File: src/sv/wss_pkg.sv
// shared types, command and status codes, register indexes for the signature scanner
`default_nettype none

package wss_pkg;

    localparam int unsigned PAT_BYTES = 32;
    localparam int unsigned PAT_IDX_W = $clog2(PAT_BYTES);
    localparam int unsigned PAT_W     = PAT_BYTES * 8;

    typedef logic [1:0]  t_cmd;
    typedef logic [1:0]  t_status;
    typedef logic [7:0]  t_byte;
    typedef logic [31:0] t_addr;
    typedef logic [31:0] t_flags;
    typedef logic [5:0]  t_len;
    typedef logic [7:0]  t_reg_idx;
    typedef logic [63:0] t_cfg_data;

    localparam t_cmd CMD_DATA   = 2'd0;
    localparam t_cmd CMD_REGION = 2'd1;
    localparam t_cmd CMD_REPORT = 2'd2;

    localparam t_status ST_NONE  = 2'd0;
    localparam t_status ST_FOUND = 2'd1;
    localparam t_status ST_AMBIG = 2'd2;

    localparam t_reg_idx REG_PAT_LO     = 8'd0;
    localparam t_reg_idx REG_PAT_MID_LO = 8'd1;
    localparam t_reg_idx REG_PAT_MID_HI = 8'd2;
    localparam t_reg_idx REG_PAT_HI     = 8'd3;
    localparam t_reg_idx REG_CARE_MASK  = 8'd4;
    localparam t_reg_idx REG_PAT_LEN    = 8'd5;
    localparam t_reg_idx REG_REQ_FLAGS  = 8'd6;
    localparam t_reg_idx REG_FIND_MODE  = 8'd7;

    // per-cell compare setup: the pattern byte lined up with that window slot
    typedef struct packed {
        logic  care;
        t_byte want;
    } t_cell_cfg;

endpackage

`default_nettype wire

File: src/sv/wss_if.sv
// handshake channel interfaces: input stream, result stream, register write
`default_nettype none

interface wss_in_if;
    import wss_pkg::*;
    logic   valid;
    logic   ready;
    t_cmd   command;
    t_byte  data_byte;
    t_addr  byte_address;
    t_flags region_flags;

    modport source (output valid, command, data_byte, byte_address, region_flags,
                    input ready);
    modport sink   (input valid, command, data_byte, byte_address, region_flags,
                    output ready);
endinterface

interface wss_out_if;
    import wss_pkg::*;
    logic    valid;
    logic    ready;
    t_status status;
    t_addr   match_address;

    modport source (output valid, status, match_address, input ready);
    modport sink   (input valid, status, match_address, output ready);
endinterface

interface wss_cfg_if;
    import wss_pkg::*;
    logic      valid;
    logic      ready;
    t_reg_idx  index;
    t_cfg_data data;

    modport source (output valid, index, data, input ready);
    modport sink   (input valid, index, data, output ready);
endinterface

`default_nettype wire

File: src/sv/wildcard_signature_scanner_unit.sv
// top level of the wildcard signature scanner
//
//   channel  dir  handshake        payload
//   i_in     in   valid / ready    command, data_byte, byte_address, region_flags
//   o_out    out  valid / ready    status, match_address
//   i_cfg    in   valid / ready    index, data (ready always high)
//
// one input transaction per cycle while i_in.ready is high; the byte shifts
// through a row of MAX_PATTERN window cells that all compare in the same cycle
// a report lands in the output register the cycle after it is taken
// i_in.ready drops in the cycle after each register write while the
// aligned pattern reloads, and also right after reset
// a report also waits while the previous result is held and not yet taken; other
// commands go through regardless of the output side
`default_nettype none

module wildcard_signature_scanner_unit #(
    parameter int unsigned MAX_PATTERN = 32
) (
    input  wire logic  i_clk,
    input  wire logic  i_rst_n,
    wss_in_if.sink     i_in,
    wss_out_if.source  o_out,
    wss_cfg_if.sink    i_cfg
);
    import wss_pkg::*;

    localparam int unsigned FILL_W = $clog2(MAX_PATTERN + 1);

    logic [PAT_W-1:0]     r_pattern;
    logic [PAT_BYTES-1:0] r_care_mask;
    t_len                 r_len;
    t_flags               r_req_flags;
    logic                 r_find_mode;
    logic                 r_cfg_hold;

    logic [FILL_W-1:0]    r_fill;
    logic [FILL_W-1:0]    n_fill_inc;
    logic                 r_region_en;
    logic [1:0]           r_match_cnt;
    t_addr                r_first_addr;

    logic                 r_out_valid;
    t_status              r_out_status;
    t_addr                r_out_addr;

    t_cell_cfg            w_cell_cfg [MAX_PATTERN];
    t_byte                w_cell_byte [MAX_PATTERN];
    logic [MAX_PATTERN-1:0] w_hit;

    logic                 w_in_acc;
    logic                 w_cfg_acc;
    logic                 w_shift;
    logic                 w_len_ok;
    logic                 w_match;
    t_addr                w_match_addr;

    assign w_in_acc  = i_in.valid && i_in.ready;
    assign w_cfg_acc = i_cfg.valid && i_cfg.ready;
    assign w_shift   = w_in_acc && (i_in.command == CMD_DATA) && r_region_en;

    assign i_cfg.ready = 1'b1;
    assign i_in.ready  = !r_cfg_hold
                         && ((i_in.command != CMD_REPORT) || !r_out_valid || o_out.ready);

    wss_align #(
        .MAX_PATTERN (MAX_PATTERN)
    ) u_align (
        .i_clk       (i_clk),
        .i_pattern   (r_pattern),
        .i_care_mask (r_care_mask),
        .i_len       (r_len),
        .o_cell_cfg  (w_cell_cfg)
    );

    for (genvar k = 0; k < MAX_PATTERN; k++) begin : g_cell
        t_byte w_byte_in;
        if (k == 0) begin : g_head
            assign w_byte_in = i_in.data_byte;
        end else begin : g_link
            assign w_byte_in = w_cell_byte[k-1];
        end

        wss_cell u_cell (
            .i_clk   (i_clk),
            .i_shift (w_shift),
            .i_byte  (w_byte_in),
            .i_cfg   (w_cell_cfg[k]),
            .o_byte  (w_cell_byte[k]),
            .o_hit   (w_hit[k])
        );
    end

    assign n_fill_inc = (r_fill < FILL_W'(MAX_PATTERN)) ? r_fill + 1'b1 : r_fill;
    assign w_len_ok   = (r_len != '0) && ({1'b0, r_len} <= 7'(MAX_PATTERN));
    assign w_match    = w_shift && w_len_ok && (7'(n_fill_inc) >= {1'b0, r_len})
                        && (&w_hit);
    assign w_match_addr = i_in.byte_address - t_addr'(r_len) + t_addr'(1);

    // registers and scan state
    always_ff @(posedge i_clk) begin
        if (!i_rst_n) begin
            r_pattern   <= '0;
            r_care_mask <= '0;
            r_len       <= '0;
            r_req_flags <= '0;
            r_find_mode <= 1'b0;
            r_cfg_hold  <= 1'b1;
            r_fill      <= '0;
            r_region_en <= 1'b0;
            r_match_cnt <= 2'd0;
            r_first_addr <= '0;
            r_out_valid <= 1'b0;
        end else begin
            r_cfg_hold <= w_cfg_acc;
            if (w_cfg_acc) begin
                unique case (i_cfg.index)
                    REG_PAT_LO:     r_pattern[63:0]    <= i_cfg.data;
                    REG_PAT_MID_LO: r_pattern[127:64]  <= i_cfg.data;
                    REG_PAT_MID_HI: r_pattern[191:128] <= i_cfg.data;
                    REG_PAT_HI:     r_pattern[255:192] <= i_cfg.data;
                    REG_CARE_MASK:  r_care_mask <= i_cfg.data[PAT_BYTES-1:0];
                    REG_PAT_LEN:    r_len       <= i_cfg.data[5:0];
                    REG_REQ_FLAGS:  r_req_flags <= i_cfg.data[31:0];
                    REG_FIND_MODE:  r_find_mode <= i_cfg.data[0];
                    default: ;
                endcase
            end

            if (w_in_acc) begin
                unique case (i_in.command)
                    CMD_DATA: begin
                        if (r_region_en) begin
                            r_fill <= n_fill_inc;
                        end
                        if (w_match) begin
                            if (r_match_cnt == 2'd0) begin
                                r_first_addr <= w_match_addr;
                                r_match_cnt  <= 2'd1;
                            end else if (!r_find_mode) begin
                                r_match_cnt <= 2'd2;
                            end
                        end
                    end
                    CMD_REGION: begin
                        r_fill      <= '0;
                        r_region_en <= (i_in.region_flags & r_req_flags) == r_req_flags;
                    end
                    CMD_REPORT: begin
                        r_fill       <= '0;
                        r_region_en  <= 1'b0;
                        r_match_cnt  <= 2'd0;
                        r_first_addr <= '0;
                    end
                    default: ;
                endcase
            end

            if (w_in_acc && (i_in.command == CMD_REPORT)) begin
                r_out_valid <= 1'b1;
            end else if (o_out.ready) begin
                r_out_valid <= 1'b0;
            end
        end
    end

    // result payload
    always_ff @(posedge i_clk) begin
        if (w_in_acc && (i_in.command == CMD_REPORT)) begin
            r_out_status <= r_match_cnt;
            r_out_addr   <= (r_match_cnt == 2'd1) ? r_first_addr : '0;
        end
    end

    assign o_out.valid         = r_out_valid;
    assign o_out.status        = r_out_status;
    assign o_out.match_address = r_out_addr;

endmodule

`default_nettype wire

File: src/sv/wss_align.sv
// lines the pattern bytes and care bits up with the window slots, registered
`default_nettype none

module wss_align #(
    parameter int unsigned MAX_PATTERN = 32
) (
    input  wire logic                         i_clk,
    input  wire logic [wss_pkg::PAT_W-1:0]    i_pattern,
    input  wire logic [wss_pkg::PAT_BYTES-1:0] i_care_mask,
    input  wire wss_pkg::t_len                i_len,
    output wss_pkg::t_cell_cfg                o_cell_cfg [MAX_PATTERN]
);
    import wss_pkg::*;

    t_cell_cfg r_cell_cfg [MAX_PATTERN];
    t_cell_cfg n_cell_cfg [MAX_PATTERN];

    // slot k holds the byte k steps back, so it faces pattern byte len-1-k
    for (genvar k = 0; k < MAX_PATTERN; k++) begin : g_slot
        logic [6:0] w_pos;
        logic       w_in_len;

        assign w_in_len = 7'(k) < {1'b0, i_len};
        assign w_pos    = {1'b0, i_len} - 7'd1 - 7'(k);

        always_comb begin
            n_cell_cfg[k].care = w_in_len && (w_pos < 7'(PAT_BYTES))
                                 && i_care_mask[w_pos[PAT_IDX_W-1:0]];
            n_cell_cfg[k].want = i_pattern[8*w_pos[PAT_IDX_W-1:0] +: 8];
        end
    end

    always_ff @(posedge i_clk) begin
        r_cell_cfg <= n_cell_cfg;
    end

    assign o_cell_cfg = r_cell_cfg;

endmodule

`default_nettype wire

File: src/sv/wss_cell.sv
// one window slot: holds a byte, passes it on, compares the incoming byte
`default_nettype none

module wss_cell (
    input  wire logic               i_clk,
    input  wire logic               i_shift,
    input  wire wss_pkg::t_byte     i_byte,
    input  wire wss_pkg::t_cell_cfg i_cfg,
    output wss_pkg::t_byte          o_byte,
    output logic                    o_hit
);
    import wss_pkg::*;

    t_byte r_byte;

    always_ff @(posedge i_clk) begin
        if (i_shift) begin
            r_byte <= i_byte;
        end
    end

    // hit on the byte that lands here this cycle
    assign o_hit  = !i_cfg.care || (i_byte == i_cfg.want);
    assign o_byte = r_byte;

endmodule

`default_nettype wire

File: src/flat_wrapper.sv
// flat-port wrapper written by rule: the top's interface ports become plain ports
module wildcard_signature_scanner_unit_flat import wss_pkg::*;
#(
    parameter int unsigned MAX_PATTERN = 32
)
  (i_clk, i_rst_n, i_in_valid, i_in_command, i_in_data_byte, i_in_byte_address, i_in_region_flags, i_in_ready, o_out_valid, o_out_status, o_out_match_address, o_out_ready, i_cfg_valid, i_cfg_index, i_cfg_data, i_cfg_ready);
  wss_in_if i_in_i ();
  wss_out_if o_out_i ();
  wss_cfg_if i_cfg_i ();
  input  wire logic i_clk;
  input  wire logic i_rst_n;
  input wire logic [$bits(i_in_i.valid)-1:0] i_in_valid;
  input wire logic [$bits(i_in_i.command)-1:0] i_in_command;
  input wire logic [$bits(i_in_i.data_byte)-1:0] i_in_data_byte;
  input wire logic [$bits(i_in_i.byte_address)-1:0] i_in_byte_address;
  input wire logic [$bits(i_in_i.region_flags)-1:0] i_in_region_flags;
  output wire logic [$bits(i_in_i.ready)-1:0] i_in_ready;
  output wire logic [$bits(o_out_i.valid)-1:0] o_out_valid;
  output wire logic [$bits(o_out_i.status)-1:0] o_out_status;
  output wire logic [$bits(o_out_i.match_address)-1:0] o_out_match_address;
  input wire logic [$bits(o_out_i.ready)-1:0] o_out_ready;
  input wire logic [$bits(i_cfg_i.valid)-1:0] i_cfg_valid;
  input wire logic [$bits(i_cfg_i.index)-1:0] i_cfg_index;
  input wire logic [$bits(i_cfg_i.data)-1:0] i_cfg_data;
  output wire logic [$bits(i_cfg_i.ready)-1:0] i_cfg_ready;
  assign i_in_i.valid = i_in_valid;
  assign i_in_i.command = i_in_command;
  assign i_in_i.data_byte = i_in_data_byte;
  assign i_in_i.byte_address = i_in_byte_address;
  assign i_in_i.region_flags = i_in_region_flags;
  assign i_in_ready = i_in_i.ready;
  assign o_out_valid = o_out_i.valid;
  assign o_out_status = o_out_i.status;
  assign o_out_match_address = o_out_i.match_address;
  assign o_out_i.ready = o_out_ready;
  assign i_cfg_i.valid = i_cfg_valid;
  assign i_cfg_i.index = i_cfg_index;
  assign i_cfg_i.data = i_cfg_data;
  assign i_cfg_ready = i_cfg_i.ready;
  wildcard_signature_scanner_unit #(.MAX_PATTERN(MAX_PATTERN)) u_core (.i_clk(i_clk), .i_rst_n(i_rst_n), .i_in(i_in_i), .o_out(o_out_i), .i_cfg(i_cfg_i));
endmodule
File: config.mk
export PLATFORM = sky130hd
export DESIGN_NAME = wildcard_signature_scanner_unit_flat
export DESIGN_NICKNAME = d
export VERILOG_FILES = /design/src/sv/wss_pkg.sv /design/src/sv/wss_if.sv /design/src/sv/wildcard_signature_scanner_unit.sv /design/src/sv/wss_align.sv /design/src/sv/wss_cell.sv /design/src/flat_wrapper.sv
export SDC_FILE = /design/constraint.sdc
export NUM_CORES = 2
export LEC_CHECK = 0
export BUFFER_PORTS_ARGS = -buffer_cell sky130_fd_sc_hd__buf_2
export CORE_MARGIN = 3
export CORE_UTILIZATION = 35
export CTS_BUF_LIST = sky130_fd_sc_hd__clkbuf_4
export DETAILED_ROUTE_END_ITERATION = 10
export PLACE_DENSITY = 0.49
export SLEW_MARGIN = 20
export SYNTH_ARGS = -nofsm -noshare
export SYNTH_HDL_FRONTEND = slang
export SYNTH_HIERARCHICAL = 1
export SYNTH_SLANG_ARGS = --single-unit
File: constraint.sdc
create_clock -name i_clk -period 11.18 [get_ports i_clk]
set_input_delay 0.559 -clock i_clk [delete_from_list [all_inputs] [get_ports i_clk]]
set_output_delay 0.559 -clock i_clk [all_outputs]
set_load 0.05 [all_outputs]
After elaboration in Yosys (flattened, before gate mapping):

Cells that the tools add are included.

* register bits: 940
* input bits: 151
* output and inout bits: 37
* word-level logic and storage cells: 566

* add/sub/neg operators: 35
* order comparisons: 99
* equal/unequal tests: 48
* shift-type cells: 32
* mux-type cells: 77
* bitwise gates (word level): 1
* reductions and logical operators: 163

Operators by type and width (count)
* $shiftx A256 B9 Y8: 32
* $eq A8 B8 Y1: 32
* $lt A7 B6 Y1 const B: 32
* $lt A5 B6 Y1 const B: 32
* $bmux W1 S5: 32
* $sub A7 B5 Y7 const B: 16
* $lt A5 B6 Y1 const A: 16
* $logic_and A1 B1 Y1: 73
* $mux W32: 2
* $pmux W32 S2: 1
* $sub A7 B4 Y7 const B: 8
* $lt A4 B6 Y1 const A: 8
* $logic_not A1 Y1: 34
* $logic_or A1 B1 Y1: 34
* $mux W1: 34
* $add A32 B1 Y32 const B: 1
* $and A32 B32 Y32: 1
* $eq A32 B32 Y1: 1
* $eq A8 B3 Y1 const B: 4
* $reduce_and A32 Y1: 1
* $sub A32 B6 Y32: 1
* $sub A7 B3 Y7 const B: 4
* $lt A3 B6 Y1 const A: 4
* $reduce_and A2 Y1: 9
* 28 further kinds: 43

Depth between registers and ports, before layout:

* depth after elaboration: 12
* mapped depth: 23
* depth with buffers taken out: 13

Cells and area by module:

Netlist, hierarchy kept.

By module, submodules not included
* wss_align: times used 1, cells an instance 2701, area each 23540.1 um^2, seq. area each 5765.5 um^2
* wildcard_signature_scanner_unit: times used 1, cells an instance 2036, area each 16465.8 um^2, seq. area each 8428.1 um^2
* wss_cell: times used 32, cells an instance 19, area each 327.8 um^2, seq. area each 240.2 um^2

Worst setup path before layout:

Ideal clock, no wire load.

* path kind: in2reg
* start: input port i_in_command[0]
* end: register u_core.r_fill[0]
* setup time: 0.065 ns
* data arrival time: 8.963 ns
* required time: 11.115 ns
* path slack: 2.152 ns
* stages: 11
* path buffers: 2
* cell sequence: inv_1 ha_1 a21oi_1 and2_1 buf_2 and3_1 and2_1 clkbuf_1 a21o_1 a22oi_1 nor2_1

* cells in the longest elaborated chain, start to end: 6
* elaborated cells between the ends (all ways): 13
* those cells by class: eq/ne: 4; mux: 1; reduce/logical: 8

RTL lines
* from (decl): RTL line flat_wrapper.sv:13 `input wire logic [$bits(i_in_i.command)-1:0] i_in_command;`
* $ne A2 B2 Y1: RTL line wildcard_signature_scanner_unit.sv:64 `&& ((i_in.command != CMD_REPORT) || !r_out_valid || o_out.ready);`
* $logic_or A1 B1 Y1 (2 in series): RTL line wildcard_signature_scanner_unit.sv:64
* $logic_and A1 B1 Y1: RTL line wildcard_signature_scanner_unit.sv:64
* named net i_in_ready: RTL line flat_wrapper.sv:17 `output wire logic [$bits(i_in_i.ready)-1:0] i_in_ready;`
* $logic_and A1 B1 Y1: RTL line wildcard_signature_scanner_unit.sv:58 `assign w_in_acc = i_in.valid && i_in.ready;`
* $reduce_and A3 Y1 (no source line)
* to (signal assigned): RTL line wildcard_signature_scanner_unit.sv:134 `r_fill <= n_fill_inc;`
* to (decl): RTL line wildcard_signature_scanner_unit.sv:37 `logic [FILL_W-1:0] r_fill;`

The timed path passes the listed nets, and every way through them passes these cells.
A chain may end at the register's enable or synchronous reset.

==> results.toml <==
[run_status]
status = "complete, no violations"

[placed_design]
post-place-ws_ns = 5.34
dp_hpwl_um = 151000
portBuffers = 186
place_area_um2 = 52800
gp_congestion = 0.951

[power_and_ir_drop]
power_leakage_nw = 21.2
power_density_nw_per_um2 = 123
worst_ir_drop_vdd_mv = 0.0951

[critical_path]
crit_family = "buffers and inverters"
cp.arrival_ns = 7.14
cp_max_fo = 93
crit_buf_inv = 3
max_stage_delay_ns = 0.77
startpoint_type = "flop"
critPathKind = "flop to flop"
worstPathRequired_ns = 12.27
path_cells = "inv_8 > ha_4 > xor2_4 > inv_2 > ha_1 > nor3_1 > a21oi_1 > o211ai_1 > xor2_4 > buf_4 > mux4_2 > mux2i_1 > a2111oi_1"
critPathCaptureType = "flop"
cp_slowest_cell = "dfxtp_4"
crit_path_frequent_cell = "xor2_4"

[sta]
layout_setup_ws_ns = 5.14
setup_viol = 0
slew-limit-headroom = 0.266
period_needed_ns = 6.04
timing.final.hold_violations = 0
max_freq_ghz = 0.166
worst_pin_slew_ns = 1.10
fin_crit_sh = 0.540
final_max_slew_viol_count = 0
skew_ns = 0.108
rsz0062_at_grt = "false"
tns_ns = 0

[cells_and_area]
final_common_cell = "nand2_1"
final_cell_mix = "1069 x nand2_1, 760 x mux2i_1, 656 x dfxtp_1"
drive_above_1_share = 0.163
fin_util = 0.405
final_nets = 5879
area_delta_synth_final_pct = 14.7
fin_area_um2 = 57600

[detailed_routing]
vias_per_cell = 5.40
drtIter0Drc = 4248
drtAntennaViolNets = 0
first_pass_iters = 7
vias = 41900
drc = 0
routed_wl_um = 199000
wl_per_cell_um = 25.7

[yosys]
syn_area_um2 = 50300
ys_warn_count = 6
synth.avg_cell_area_um2 = 9.42
syn-instance-count = 5337
synth_fp_nets = 5547

[die]
fp.dieH_um = 385
fp.dieW_um = 385
core_um2 = 142000
io_pins = 188
row_count = 138
die_area_um2 = 148000
start_util = 0.354

[cts]
clock-sinks = 940
htree_levels = 5
clkTransAtPathRegs_ns = 0.06
clock_latency_ns = 1.31
cts.path.max_buffers = 4
cts_tree = "built"
clockRootBuffer = "clkbuf_4"
cts_inserted_buffers = 288
post_cts_buffers = 0

[global_route]
grt_pass1_vias = 39300
grt_max_degree = 175
grt_antenna_before_repair = 27
grt_pass1_wl_um = 282000
grt_use_total = 0.263
grt_overflow = 0

[job]
drv_cap = 0

[min_path]
hp-class = "primary input to flop"
-- power breakdown --
| part | total (mW) | leakage [nW] | switching [mW] | internal (mW) |
|---|---|---|---|---|
| Combinational | 0.333 | 11.3 | 0.204 | 0.129 |
| Sequential | 3.50 | 7.86 | 0.00679 | 3.50 |
| Clock | 3.24 | 2.02 | 1.55 | 1.69 |
-- layout make-up --
cell class	count	area, um2
Tap cell	1890	2360
Clock inverter	63	273
Fill cell	14200	84500
Sequential cell	940	21600
Clock buffer	410	3080
Timing Repair Buffer	396	2870
Multi-Input combinational cell	3942	27000
Inverter	101	397
Antenna cell	12	30.0
-- registers in the layout, indices dropped and copies added, names as in the netlist, 2 cells and up --
name,flops
u_core/r_first_addr,32
u_core/r_len,6
u_core/r_care_mask,32
u_core/r_req_flags,32
u_core/r_match_cnt,2
u_core/o_out.match_address,32
u_core/r_fill,6
u_core/g_cell.u_cell/o_byte,248
u_core/r_pattern,256
u_core/o_out.status,2
u_core/u_align/o_cell_cfg,288
-- final timing paths --
check	end	from	slack, ns	cells past startpoint
worst max-delay path	u_core/u_align/o_cell_cfg[44]	u_core/r_len[0]	5.14	13
worst min-delay path	u_core/r_pattern[59]	i_cfg_data[59]	0.13	4
worst max register to register	u_core/u_align/o_cell_cfg[44]	u_core/r_len[0]	5.14	13
worst min register to register	u_core/g_cell[8].u_cell/o_byte[2]	u_core/g_cell[7].u_cell/o_byte[2]	0.43	0
-- through the flow --
stage               power, mW  hold WS (ns)  std cells
floorplan                3.73         0.427       5337
global placement         3.86         0.438       7129
detailed placement       3.86         0.442       7129
CTS                      7.17        0.0128       7742
global route             7.38        0.0745       7749
finish                   7.08         0.130       7754
-- worst reg2reg max path: stages, from the launching register on --
cell	delay, ns
dfxtp_4	0.77
inv_8	0.35
ha_4	0.35
xor2_4	0.64
inv_2	0.59
ha_1	0.45
nor3_1	0.20
a21oi_1	0.07
o211ai_1	0.37
xor2_4	0.71
buf_4	0.50
mux4_2	0.60
mux2i_1	0.17
a2111oi_1	0.07
-- metal layers --
| layer | routed length (um) | track usage |
|---|---|---|
| met1 | 91800 | 0.374 |
| met2 | 88100 | 0.403 |
| met3 | 15400 | 0.0588 |
| met4 | 3860 | 0.0683 |
| met5 | 48 | 0 |
-- what timing repair did --
item	in CTS	in global routing
gates resized for setup	0	0
hold buffers	140	0
setup endpoints to repair	0	0
endpoints found under the hold margin	368	0
Power figures use the tool's default switching activity.
